--- src/design/rfks_pkg.sv ---
// Shared types and constants for the record FIFO with key sort.
// No dependencies; every other design file imports this package.
`timescale 1ns / 1ps
`default_nettype none

package rfks_pkg;

  // Action codes carried in the input tuser
  localparam logic [1:0] ActEnq  = 2'd0;
  localparam logic [1:0] ActDeq  = 2'd1;
  localparam logic [1:0] ActSort = 2'd2;

  localparam int unsigned DepthDefault = 16;
  localparam int unsigned NameChars    = 8;

  // Keep only the leading NameChars characters of a name
  localparam logic [63:0] NameMask = ~64'd0 << (8 * (8 - NameChars));

  localparam logic signed [15:0] EmptyGrade = -16'sd1;

  typedef struct packed {
    logic [63:0]        name;
    logic signed [15:0] grade;
  } rec_t;

endpackage

`default_nettype wire

--- src/design/record_fifo_with_key_sort.sv ---
// Record FIFO with in-place stable bubble sort by grade or by name.
// Input beats carry the action in tuser and a record in tdata; each beat
// gives exactly one output beat with the dequeued record, flags and count.
// A one-bit config channel selects the sort key (0 grade, 1 name).
// Enqueue, dequeue on empty, and sort of fewer than two records produce
// the result at the edge of acceptance. Dequeue of a held record goes
// through ST_DEQ first, for the registered store read. Sort of n records
// walks n-1 passes; a pass of length L does a seed read, L-1 compare/write
// steps and a final write through the single store port pair and one key
// comparator, and the result is presented after the last pass.
// Input is not ready while an operation is running or while the output
// register holds a beat the receiver has not taken; a stall on the output
// simply holds that beat. Reset clears the queue pointers, count, the
// output valid and the sort key; the store contents are not cleared.
// Depends on rfks_pkg, rfks_mem, rfks_cmp.
`timescale 1ns / 1ps
`default_nettype none

module record_fifo_with_key_sort #(
  parameter int unsigned DEPTH = rfks_pkg::DepthDefault
) (
  input  wire         clk_i,
  input  wire         rst_ni,
  // config: bit 0 sort_by_name
  input  wire         cfg_valid_i,
  output logic        cfg_ready_o,
  input  wire  [0:0]  cfg_data_i,
  input  wire         s_axis_tvalid_i,
  output logic        s_axis_tready_o,
  input  wire  [79:0] s_axis_tdata_i,   // [63:0] name, [79:64] grade
  input  wire  [1:0]  s_axis_tuser_i,   // [1:0] action
  output logic        m_axis_tvalid_o,
  input  wire         m_axis_tready_i,
  output logic [87:0] m_axis_tdata_o,   // [63:0] out_name, [79:64] out_grade,
                                        // [84:80] held_count, rest zero
  output logic [1:0]  m_axis_tuser_o    // [0] was_empty, [1] was_full
);
  import rfks_pkg::*;

  localparam int unsigned AddrW = $clog2(DEPTH);
  localparam int unsigned CntW  = $clog2(DEPTH + 1);

  localparam logic [2:0] ST_IDLE = 3'd0;
  localparam logic [2:0] ST_DEQ  = 3'd1;
  localparam logic [2:0] ST_PASS = 3'd2;
  localparam logic [2:0] ST_LOAD = 3'd3;
  localparam logic [2:0] ST_STEP = 3'd4;
  localparam logic [2:0] ST_LAST = 3'd5;

  function automatic logic [AddrW-1:0] ring_next(input logic [AddrW-1:0] p);
    ring_next = (p == AddrW'(DEPTH - 1)) ? '0 : p + AddrW'(1);
  endfunction

  logic [2:0]      state_q, state_d;
  logic [AddrW-1:0] head_q, head_d, tail_q, tail_d;
  logic [AddrW-1:0] rd_ptr_q, rd_ptr_d, wr_ptr_q, wr_ptr_d;
  logic [CntW-1:0] count_q, count_d, len_q, len_d, remain_q, remain_d;
  rec_t            cur_q, cur_d;
  logic            by_name_q;

  logic            out_valid_q, out_valid_d;
  rec_t            out_rec_q, out_rec_d;
  logic            out_empty_q, out_empty_d, out_full_q, out_full_d;
  logic [4:0]      out_held_q, out_held_d;
  logic            out_load;

  logic            mem_we;
  logic [AddrW-1:0] mem_waddr, mem_raddr;
  rec_t            mem_wdata, mem_rdata;
  rec_t            in_rec;
  logic            key_gt;
  logic            in_fire;

  rfks_mem #(.DEPTH(DEPTH)) u_mem (
    .clk_i   (clk_i),
    .we_i    (mem_we),
    .waddr_i (mem_waddr),
    .wdata_i (mem_wdata),
    .raddr_i (mem_raddr),
    .rdata_o (mem_rdata)
  );

  rfks_cmp u_cmp (
    .a_i       (cur_q),
    .b_i       (mem_rdata),
    .by_name_i (by_name_q),
    .gt_o      (key_gt)
  );

  assign cfg_ready_o     = 1'b1;
  assign s_axis_tready_o = (state_q == ST_IDLE) && (!out_valid_q || m_axis_tready_i);
  assign in_fire         = s_axis_tvalid_i && s_axis_tready_o;
  assign in_rec          = {s_axis_tdata_i[63:0] & NameMask, s_axis_tdata_i[79:64]};

  always_comb begin
    state_d     = state_q;
    head_d      = head_q;
    tail_d      = tail_q;
    rd_ptr_d    = rd_ptr_q;
    wr_ptr_d    = wr_ptr_q;
    count_d     = count_q;
    len_d       = len_q;
    remain_d    = remain_q;
    cur_d       = cur_q;
    mem_we      = 1'b0;
    mem_waddr   = tail_q;
    mem_wdata   = in_rec;
    mem_raddr   = head_q;
    out_load    = 1'b0;
    out_rec_d   = '0;
    out_empty_d = 1'b0;
    out_full_d  = 1'b0;

    unique case (state_q)
      ST_IDLE: begin
        if (in_fire) begin
          case (s_axis_tuser_i)
            ActEnq: begin
              out_load = 1'b1;
              if (count_q == CntW'(DEPTH)) begin
                out_full_d = 1'b1;
              end else begin
                mem_we  = 1'b1;
                tail_d  = ring_next(tail_q);
                count_d = count_q + CntW'(1);
              end
            end
            ActDeq: begin
              if (count_q == '0) begin
                out_load        = 1'b1;
                out_empty_d     = 1'b1;
                out_rec_d.grade = EmptyGrade;
              end else begin
                // head read issued now, data lands next cycle
                state_d = ST_DEQ;
              end
            end
            ActSort: begin
              if (count_q >= CntW'(2)) begin
                len_d   = count_q;
                state_d = ST_PASS;
              end else begin
                out_load = 1'b1;
              end
            end
            default: out_load = 1'b1;
          endcase
        end
      end
      ST_DEQ: begin
        out_rec_d = mem_rdata;
        head_d    = ring_next(head_q);
        count_d   = count_q - CntW'(1);
        out_load  = 1'b1;
        state_d   = ST_IDLE;
      end
      ST_PASS: begin
        mem_raddr = head_q;
        rd_ptr_d  = ring_next(head_q);
        wr_ptr_d  = head_q;
        remain_d  = len_q - CntW'(1);
        state_d   = ST_LOAD;
      end
      ST_LOAD: begin
        // seed the carried record, fetch the next one
        cur_d     = mem_rdata;
        mem_raddr = rd_ptr_q;
        rd_ptr_d  = ring_next(rd_ptr_q);
        remain_d  = remain_q - CntW'(1);
        state_d   = ST_STEP;
      end
      ST_STEP: begin
        mem_we    = 1'b1;
        mem_waddr = wr_ptr_q;
        wr_ptr_d  = ring_next(wr_ptr_q);
        // carry the larger key onward; equal keys keep their order
        if (key_gt) begin
          mem_wdata = mem_rdata;
        end else begin
          mem_wdata = cur_q;
          cur_d     = mem_rdata;
        end
        if (remain_q != '0) begin
          mem_raddr = rd_ptr_q;
          rd_ptr_d  = ring_next(rd_ptr_q);
          remain_d  = remain_q - CntW'(1);
        end else begin
          state_d = ST_LAST;
        end
      end
      ST_LAST: begin
        mem_we    = 1'b1;
        mem_waddr = wr_ptr_q;
        mem_wdata = cur_q;
        len_d     = len_q - CntW'(1);
        if (len_q > CntW'(2)) begin
          state_d = ST_PASS;
        end else begin
          out_load = 1'b1;
          state_d  = ST_IDLE;
        end
      end
      default: state_d = ST_IDLE;
    endcase

    out_held_d = 5'(count_d);

    if (out_load) begin
      out_valid_d = 1'b1;
    end else if (m_axis_tready_i) begin
      out_valid_d = 1'b0;
    end else begin
      out_valid_d = out_valid_q;
    end
  end

  always_ff @(posedge clk_i or negedge rst_ni) begin
    if (!rst_ni) begin
      state_q     <= ST_IDLE;
      head_q      <= '0;
      tail_q      <= '0;
      count_q     <= '0;
      len_q       <= '0;
      remain_q    <= '0;
      rd_ptr_q    <= '0;
      wr_ptr_q    <= '0;
      out_valid_q <= 1'b0;
      by_name_q   <= 1'b0;
    end else begin
      state_q     <= state_d;
      head_q      <= head_d;
      tail_q      <= tail_d;
      count_q     <= count_d;
      len_q       <= len_d;
      remain_q    <= remain_d;
      rd_ptr_q    <= rd_ptr_d;
      wr_ptr_q    <= wr_ptr_d;
      out_valid_q <= out_valid_d;
      if (cfg_valid_i && cfg_ready_o) begin
        by_name_q <= cfg_data_i[0];
      end
    end
  end

  always_ff @(posedge clk_i) begin
    cur_q <= cur_d;
    if (out_load) begin
      out_rec_q   <= out_rec_d;
      out_empty_q <= out_empty_d;
      out_full_q  <= out_full_d;
      out_held_q  <= out_held_d;
    end
  end

  assign m_axis_tvalid_o = out_valid_q;
  assign m_axis_tdata_o  = {3'b000, out_held_q, out_rec_q.grade, out_rec_q.name};
  assign m_axis_tuser_o  = {out_full_q, out_empty_q};

`ifndef SYNTH
  a_count_bound: assert property (@(posedge clk_i) disable iff (!rst_ni)
    count_q <= CntW'(DEPTH))
    else $error("record count exceeds store depth");

  a_busy_not_ready: assert property (@(posedge clk_i) disable iff (!rst_ni)
    (state_q != ST_IDLE) |-> !s_axis_tready_o)
    else $error("input ready while an operation is running");

  a_sort_keeps_count: assert property (@(posedge clk_i) disable iff (!rst_ni)
    (state_q == ST_PASS || state_q == ST_LOAD || state_q == ST_STEP ||
     state_q == ST_LAST) |=> $stable(count_q) && $stable(head_q) && $stable(tail_q))
    else $error("sort changed queue pointers or count");

  a_step_writes: assert property (@(posedge clk_i) disable iff (!rst_ni)
    (state_q == ST_STEP || state_q == ST_LAST) |-> mem_we)
    else $error("sort step without a store write");

  a_no_overwrite: assert property (@(posedge clk_i) disable iff (!rst_ni)
    (out_valid_q && !m_axis_tready_i) |-> !out_load)
    else $error("output beat overwritten while stalled");
`endif

endmodule

`default_nettype wire

--- src/design/rfks_mem.sv ---
// Record store: single write port, single registered read port.
// Depends on rfks_pkg for the record type.
`timescale 1ns / 1ps
`default_nettype none

module rfks_mem #(
  parameter int unsigned DEPTH = rfks_pkg::DepthDefault
) (
  input  wire                       clk_i,
  input  wire                       we_i,
  input  wire [$clog2(DEPTH)-1:0]   waddr_i,
  input  rfks_pkg::rec_t            wdata_i,
  input  wire [$clog2(DEPTH)-1:0]   raddr_i,
  output rfks_pkg::rec_t            rdata_o
);
  import rfks_pkg::*;

  rec_t mem [DEPTH];
  rec_t rdata_q;

  always_ff @(posedge clk_i) begin
    if (we_i) begin
      mem[waddr_i] <= wdata_i;
    end
  end

  always_ff @(posedge clk_i) begin
    rdata_q <= mem[raddr_i];
  end

  assign rdata_o = rdata_q;

endmodule

`default_nettype wire

--- src/design/rfks_cmp.sv ---
// Key compare unit shared by every sort step: a strictly after b.
// Depends on rfks_pkg for the record type.
`timescale 1ns / 1ps
`default_nettype none

module rfks_cmp (
  input  rfks_pkg::rec_t a_i,
  input  rfks_pkg::rec_t b_i,
  input  wire            by_name_i,
  output logic           gt_o
);
  import rfks_pkg::*;

  logic name_gt;
  logic grade_gt;

  assign name_gt  = a_i.name > b_i.name;
  assign grade_gt = a_i.grade > b_i.grade;
  assign gt_o     = by_name_i ? name_gt : grade_gt;

endmodule

`default_nettype wire

--- config.mk ---
export PLATFORM = sky130hd
export DESIGN_NAME = record_fifo_with_key_sort
export DESIGN_NICKNAME = d
export VERILOG_FILES = /design/src/design/rfks_pkg.sv /design/src/design/record_fifo_with_key_sort.sv /design/src/design/rfks_mem.sv /design/src/design/rfks_cmp.sv
export SDC_FILE = /design/constraint.sdc
export NUM_CORES = 2
export LEC_CHECK = 0
export BUFFER_PORTS_ARGS = -buffer_cell sky130_fd_sc_hd__buf_2
export CAP_MARGIN = 20
export CORE_UTILIZATION = 40
export CTS_CLUSTER_SIZE = 28
export DETAILED_ROUTE_END_ITERATION = 6
export PLACE_DENSITY = 0.67
export SLEW_MARGIN = 15
export SYNTH_ARGS = -nofsm -noshare
export SYNTH_HDL_FRONTEND = slang
export SYNTH_SLANG_ARGS = --single-unit
export TNS_END_PERCENT = 100
--- constraint.sdc ---
create_clock -name clk_i -period 6.19 [get_ports clk_i]
set_clock_uncertainty 0.1 [all_clocks]
set_input_delay 1.5475 -clock clk_i [delete_from_list [all_inputs] [get_ports clk_i]]
set_output_delay 1.5475 -clock clk_i [all_outputs]
set_load 0.03 [all_outputs]
Word-level counts from Yosys, hierarchy flattened
Memories as Yosys holds them, arrays and structs flattened. A register that Yosys moved wholly into a read port is not among the register bits.
Index checks and enable logic that the tools add are counted.
- $add $sub $neg: 8
- order comparisons: 4
- equal/unequal tests: 21
- mux-type cells: 51
- bitwise operators: 1
- reduce and logical (&&, ||, !) cells: 21
- operator list (kind ; number):
    one-hot mux 80 bit (2 select lines) ; 2
    2-to-1 mux 80 bit ; 2
    greater-than comparator 64 bit ; 1
    2-to-1 mux 16 bit ; 3
    2-to-1 mux 5 bit ; 7
    one-hot mux 16 bit (2 select lines) ; 1
    2-to-1 mux 4 bit ; 7
    one-hot mux 5 bit (2 select lines) ; 2
    adder 4 x 1 -> 4 bit (second input constant) ; 4
    == test 4 bit (second input constant) ; 4
    greater-than comparator 16 bit ; 1
    one-hot mux 4 bit (2 select lines) ; 2
    one-hot mux 3 bit (5 select lines) ; 1
    one-hot mux 5 bit (3 select lines) ; 1
    subtractor 5 x 1 -> 5 bit (second input constant) ; 3
    2-to-1 mux 1 bit ; 13
    2-to-1 mux 3 bit ; 4
    one-hot mux 4 bit (3 select lines) ; 1
    inequality test 2 bit (second input constant) ; 4
    AND reduction 4 bit ; 2
    nonzero test 2 bit ; 4
    == test 3 x 2 -> 1 bit (second input constant) ; 2
    == test 3 bit (second input constant) ; 2
    inequality test 3 bit (second input constant) ; 2
    other kinds (26) ; 31
- register bits after elaboration: 203
- RAM bits: 1280
- input bits: 88
- output and inout bits: 93
- word-level logic and storage cells: 124
- memories kept: 1
- memories (name ; depth ; bits a word ; rd ports ; clocked after memory_dff ; wr ports ; line ; source):
    u_mem.mem ; 16 ; 80 ; 1 ; 1 ; 1 ; rfks_mem.sv:18 ; rec_t mem [DEPTH];

Logic depth before layout (Yosys ltp)
- depth after elaboration: 8
- depth in mapped cells: 11
- mapped depth without buffers: 9

Cells and area by module
A second synthesis with hierarchy kept.
- cells, all modules: 3174
- area, all modules: 61342.6 µm²
- by module, submodules not included (module ; times used ; cells each ; area each (µm²) ; sequential area each (µm²)):
    rfks_mem ; 1 ; 2054 ; 49422.4 ; 40038.4
    record_fifo_with_key_sort ; 1 ; 828 ; 9855.7 ; 5915.7
    rfks_cmp ; 1 ; 292 ; 2064.5 ; 0.0

Worst setup path before layout
No wires, ideal clock.
- path type: input to register
- from: input m_axis_tready_i
- to: memory u_mem.mem[3][0] in the netlist's numbering (enable)
- library setup time: 519 ps
- arrival time: 6649 ps
- required time: 5571 ps
- setup slack: -1078 ps
- cell stages on the path: 7
- buffers on the path: 1
- cells stage by stage: nor2b_1 > nor3_1 > and2_0 > nand3_1 > clkbuf_1 > o22a_1 > nor2_1
- word-level cells in the longest chain between the ends: 7
- RTL lines (element ; line ; source):
    start, declared ; record_fifo_with_key_sort.sv:33 ; input wire m_axis_tready_i,
    logical OR 1 bit ; record_fifo_with_key_sort.sv:91 ; assign s_axis_tready_o = (state_q == ST_IDLE) && (!out_valid_q || m_axis_tready_i);
    logical AND 1 bit ; record_fifo_with_key_sort.sv:91 ;
    net s_axis_tready_o ; record_fifo_with_key_sort.sv:29 ; output logic s_axis_tready_o,
    logical AND 1 bit ; record_fifo_with_key_sort.sv:92 ; assign in_fire = s_axis_tvalid_i && s_axis_tready_o;
    2-to-1 mux 1 bit ; record_fifo_with_key_sort.sv:116 ; if (in_fire) begin
    one-hot mux 1 bit (2 select lines) ; record_fifo_with_key_sort.sv:114 ; unique case (state_q)
    2-to-1 mux 1 bit ; rfks_mem.sv:22 ; if (we_i) begin
    2-to-1 mux 1 bit (implied by the code) ; rfks_mem.sv:23 ; mem[waddr_i] <= wdata_i;
    end, declared ; rfks_mem.sv:18 ;
The timed path passes the listed nets, and every way through them passes these cells.

==> results.json <==
{
  "status": "finished, final reports clean",
  "cts.sink_count": 1563,
  "fin_nets": 3963,
  "die-width_um": 400,
  "hold-path-cell-count": 0,
  "path_class": "reg -> reg",
  "post_cts_buffers": 0,
  "preCtsSetupSlack_ns": 1.06,
  "setup_slack_ns": 0.840,
  "grt_start_max_net_pins": 96,
  "crit_arrival_ns": 5.78,
  "hpwlAfterDp_um": 99700,
  "die_area_mm2": 0.160,
  "grtUsageTotal": 0.218,
  "insertion_delay_ns": 0.81,
  "worst-path-stages": 9,
  "fmaxAchievable_mhz": 187,
  "relSlewSlack": 0.209,
  "setup_violations": 0,
  "synthFlopType": "edfxtp_1",
  "critPathMaxFanout": 56,
  "slew_violations": 0,
  "avgSynthCellArea_um2": 17.8,
  "hold-worst-slack_ns": 0.384,
  "period_minus_slack_ns": 5.35,
  "crit_buf_inv": 1,
  "hold_path.class": "reg -> reg",
  "postCtsHoldBufs": 0,
  "cp-start-kind": "register",
  "antenna_found_initial": 20,
  "async_reset_ff_frac": 0.0230,
  "worstMarginPinSlew_ns": 1.18,
  "fin_total_pwr_mw": 39.2,
  "drive_gt1_frac": 0.250,
  "grt_pass1_wl_um": 250000,
  "port_buffers": 176,
  "cts_buffers": 156,
  "clockBufferDepth": 3,
  "syn2layout_area_growth_pct": 15.1,
  "seq_area_frac_synth": 0.727,
  "p_leak_nw": 23.9,
  "layout_common_cells": "edfxtp_1 (1447), mux4_2 (320), a22oi_1 (242), nand2_1 (210), nand4_1 (178)",
  "grt_pass1_vias": 35600,
  "cp.required_ns": 6.61,
  "finalHoldViolCount": 0,
  "path_cells": "ha_1 -> nand4_1 -> or4_1 -> nor4_1 -> o41a_1 -> or4_4 -> buf_4 -> nand3_1 -> nand4_1",
  "syn_area_mm2": 0.0632,
  "synth.distinct_cells": 67,
  "gr-total-overflow": 0,
  "cp_slowest_cell": "nor4_1",
  "core_mm2": 0.157,
  "first_iter_violations": 5141,
  "peakVddDrop_mv": 0.525,
  "die_h_um": 400,
  "drt-wirelength-per-cell_um": 29.2,
  "post-route-util": 0.465,
  "first_pass_iters": 6,
  "start_util": 0.404,
  "power.density_mw_per_mm2": 539,
  "routabilityCongestion": 0.845,
  "root_buffer": "clkbuf_16",
  "worstSetupEndpointType": "register",
  "critical_path.max_stage_delay_ns": 0.92,
  "path_common_cell": "nand4_1",
  "grt_setup_unrepaired": "false",
  "drc": 0,
  "htree_levels": 4,
  "cts_tree": "built",
  "vias": 36400,
  "synth_edf_count": 1447,
  "vias_per_cell": 6.10,
  "path_delay_family": "simple AND/OR/NAND/NOR gates",
  "final_common_cell": "edfxtp_1",
  "placementRows": 145,
  "finalCritPeriodShare": 0.864,
  "cap_violations": 0,
  "ctsResizeCount": 0,
  "drt-total-wl_um": 174000,
  "synth-seq-cells": 1563,
  "setup_tns_ns": 0,
  "syn_inst": 3549,
  "clkTransAtPathRegs_ns": 0.06,
  "r2r_cells": 9,
  "antenna_left": 0,
  "ios": 181,
  "ys_warn_count": 0
}
-- where the power goes --
group / internal (mW) / total [mW] / switching (mW) / leakage (nW)
logic: 5.33 / 14.6 / 9.23 / 7.17
registers: 14.3 / 15.2 / 0.881 / 14.2
clock network: 5.35 / 9.46 / 4.11 / 2.50
total: 25.0 / 39.2 / 14.2 / 23.9
-- path summary, 6_finish.rpt --
check | from | to | slack [ns]
min in group asynchronous | rst_ni | count_q[1] | 0.75
max in group asynchronous | rst_ni | rd_ptr_q[2] | 4.67
setup / recovery | cur_q[47] | u_mem.mem[3][54] | 0.84
hold reg to reg | u_mem.rdata_o[73] | cur_q[73] | 0.38
hold / removal | u_mem.rdata_o[73] | cur_q[73] | 0.38
setup reg to reg | cur_q[47] | u_mem.mem[3][54] | 0.84
-- kinds of logic (layout without fill, tap and decap cells) --
logic type / Yosys count / after routing / synth area share
flip-flops: 1563 / 1563 / 0.727
adder cells (fa/ha/maj): 94 / 94 / 0.0186
AO/OA/AOI/OAI: 412 / 412 / 0.0457
buffers and inverters: 327 / 691 / 0.0209
multiplexers: 407 / 407 / 0.129
XOR/XNOR: 9 / 9 / 0.00125
other: 2 / 6 / 0.000119
AND/OR/NAND/NOR: 735 / 735 / 0.0569
-- through the flow --
step | instance area (um2) | instances
3_3_place_gp | 67600 | 5680
4_1_cts | 72800 | 5973
5_1_grt | 72800 | 5973
2_1_floorplan | 63200 | 3551
6_report | 72800 | 5975
3_5_place_dp | 67600 | 5681
-- area by class of cell --
cell class | instances | area (um2)
fill | 13000 | 83800
sequential | 1563 | 46000
multi-input combinational | 1661 | 16200
clock buffer | 214 | 4270
tap | 2058 | 2570
timing repair buffer | 302 | 2500
clock inverter | 78 | 858
inverter | 97 | 364
antenna | 2 | 5.00
-- cell usage after synthesis, drive strengths merged (76+ instances only) --
| library cell | instances | area share |
|---|---|---|
| edfxtp | 1447 | 0.69 |
| mux4 | 320 | 0.11 |
| a22oi | 242 | 0.029 |
| nand2 | 214 | 0.013 |
| nand4 | 178 | 0.018 |
| nand3 | 177 | 0.014 |
| clkbuf | 154 | 0.0092 |
| nor2 | 113 | 0.0067 |
| inv | 96 | 0.0057 |
| ha | 94 | 0.019 |
| mux2 | 83 | 0.015 |
| dfxtp | 80 | 0.025 |
| buf | 76 | 0.0060 |
-- flip-flops by register name, summed over array words and instances, names as in the netlist, 5 cells and up --
name / cells
m_axis_tdata_o: 80
cur_q: 80
len_q: 5
u_mem.rdata_o: 80
u_mem.mem: 1280
out_held_q: 5
remain_q: 5
count_q: 5
-- layer usage --
metal  vias up  wire length (um)  GRT usage
met5         -                55          0
met4        10              3710     0.0596
met3       280             19100     0.0496
met2      2212             79900      0.332
met1     19000             71600      0.315
li1      14900                 -          -
-- worst register-to-register path: stages, from the launching register on --
cell and delay (ns):
edfxtp_1 0.50, ha_1 0.37, nand4_1 0.15, or4_1 0.72
nor4_1 0.92, o41a_1 0.45, or4_4 0.87, buf_4 0.41
nand3_1 0.10, nand4_1 0.47
(Power assumes the default switching activity.)
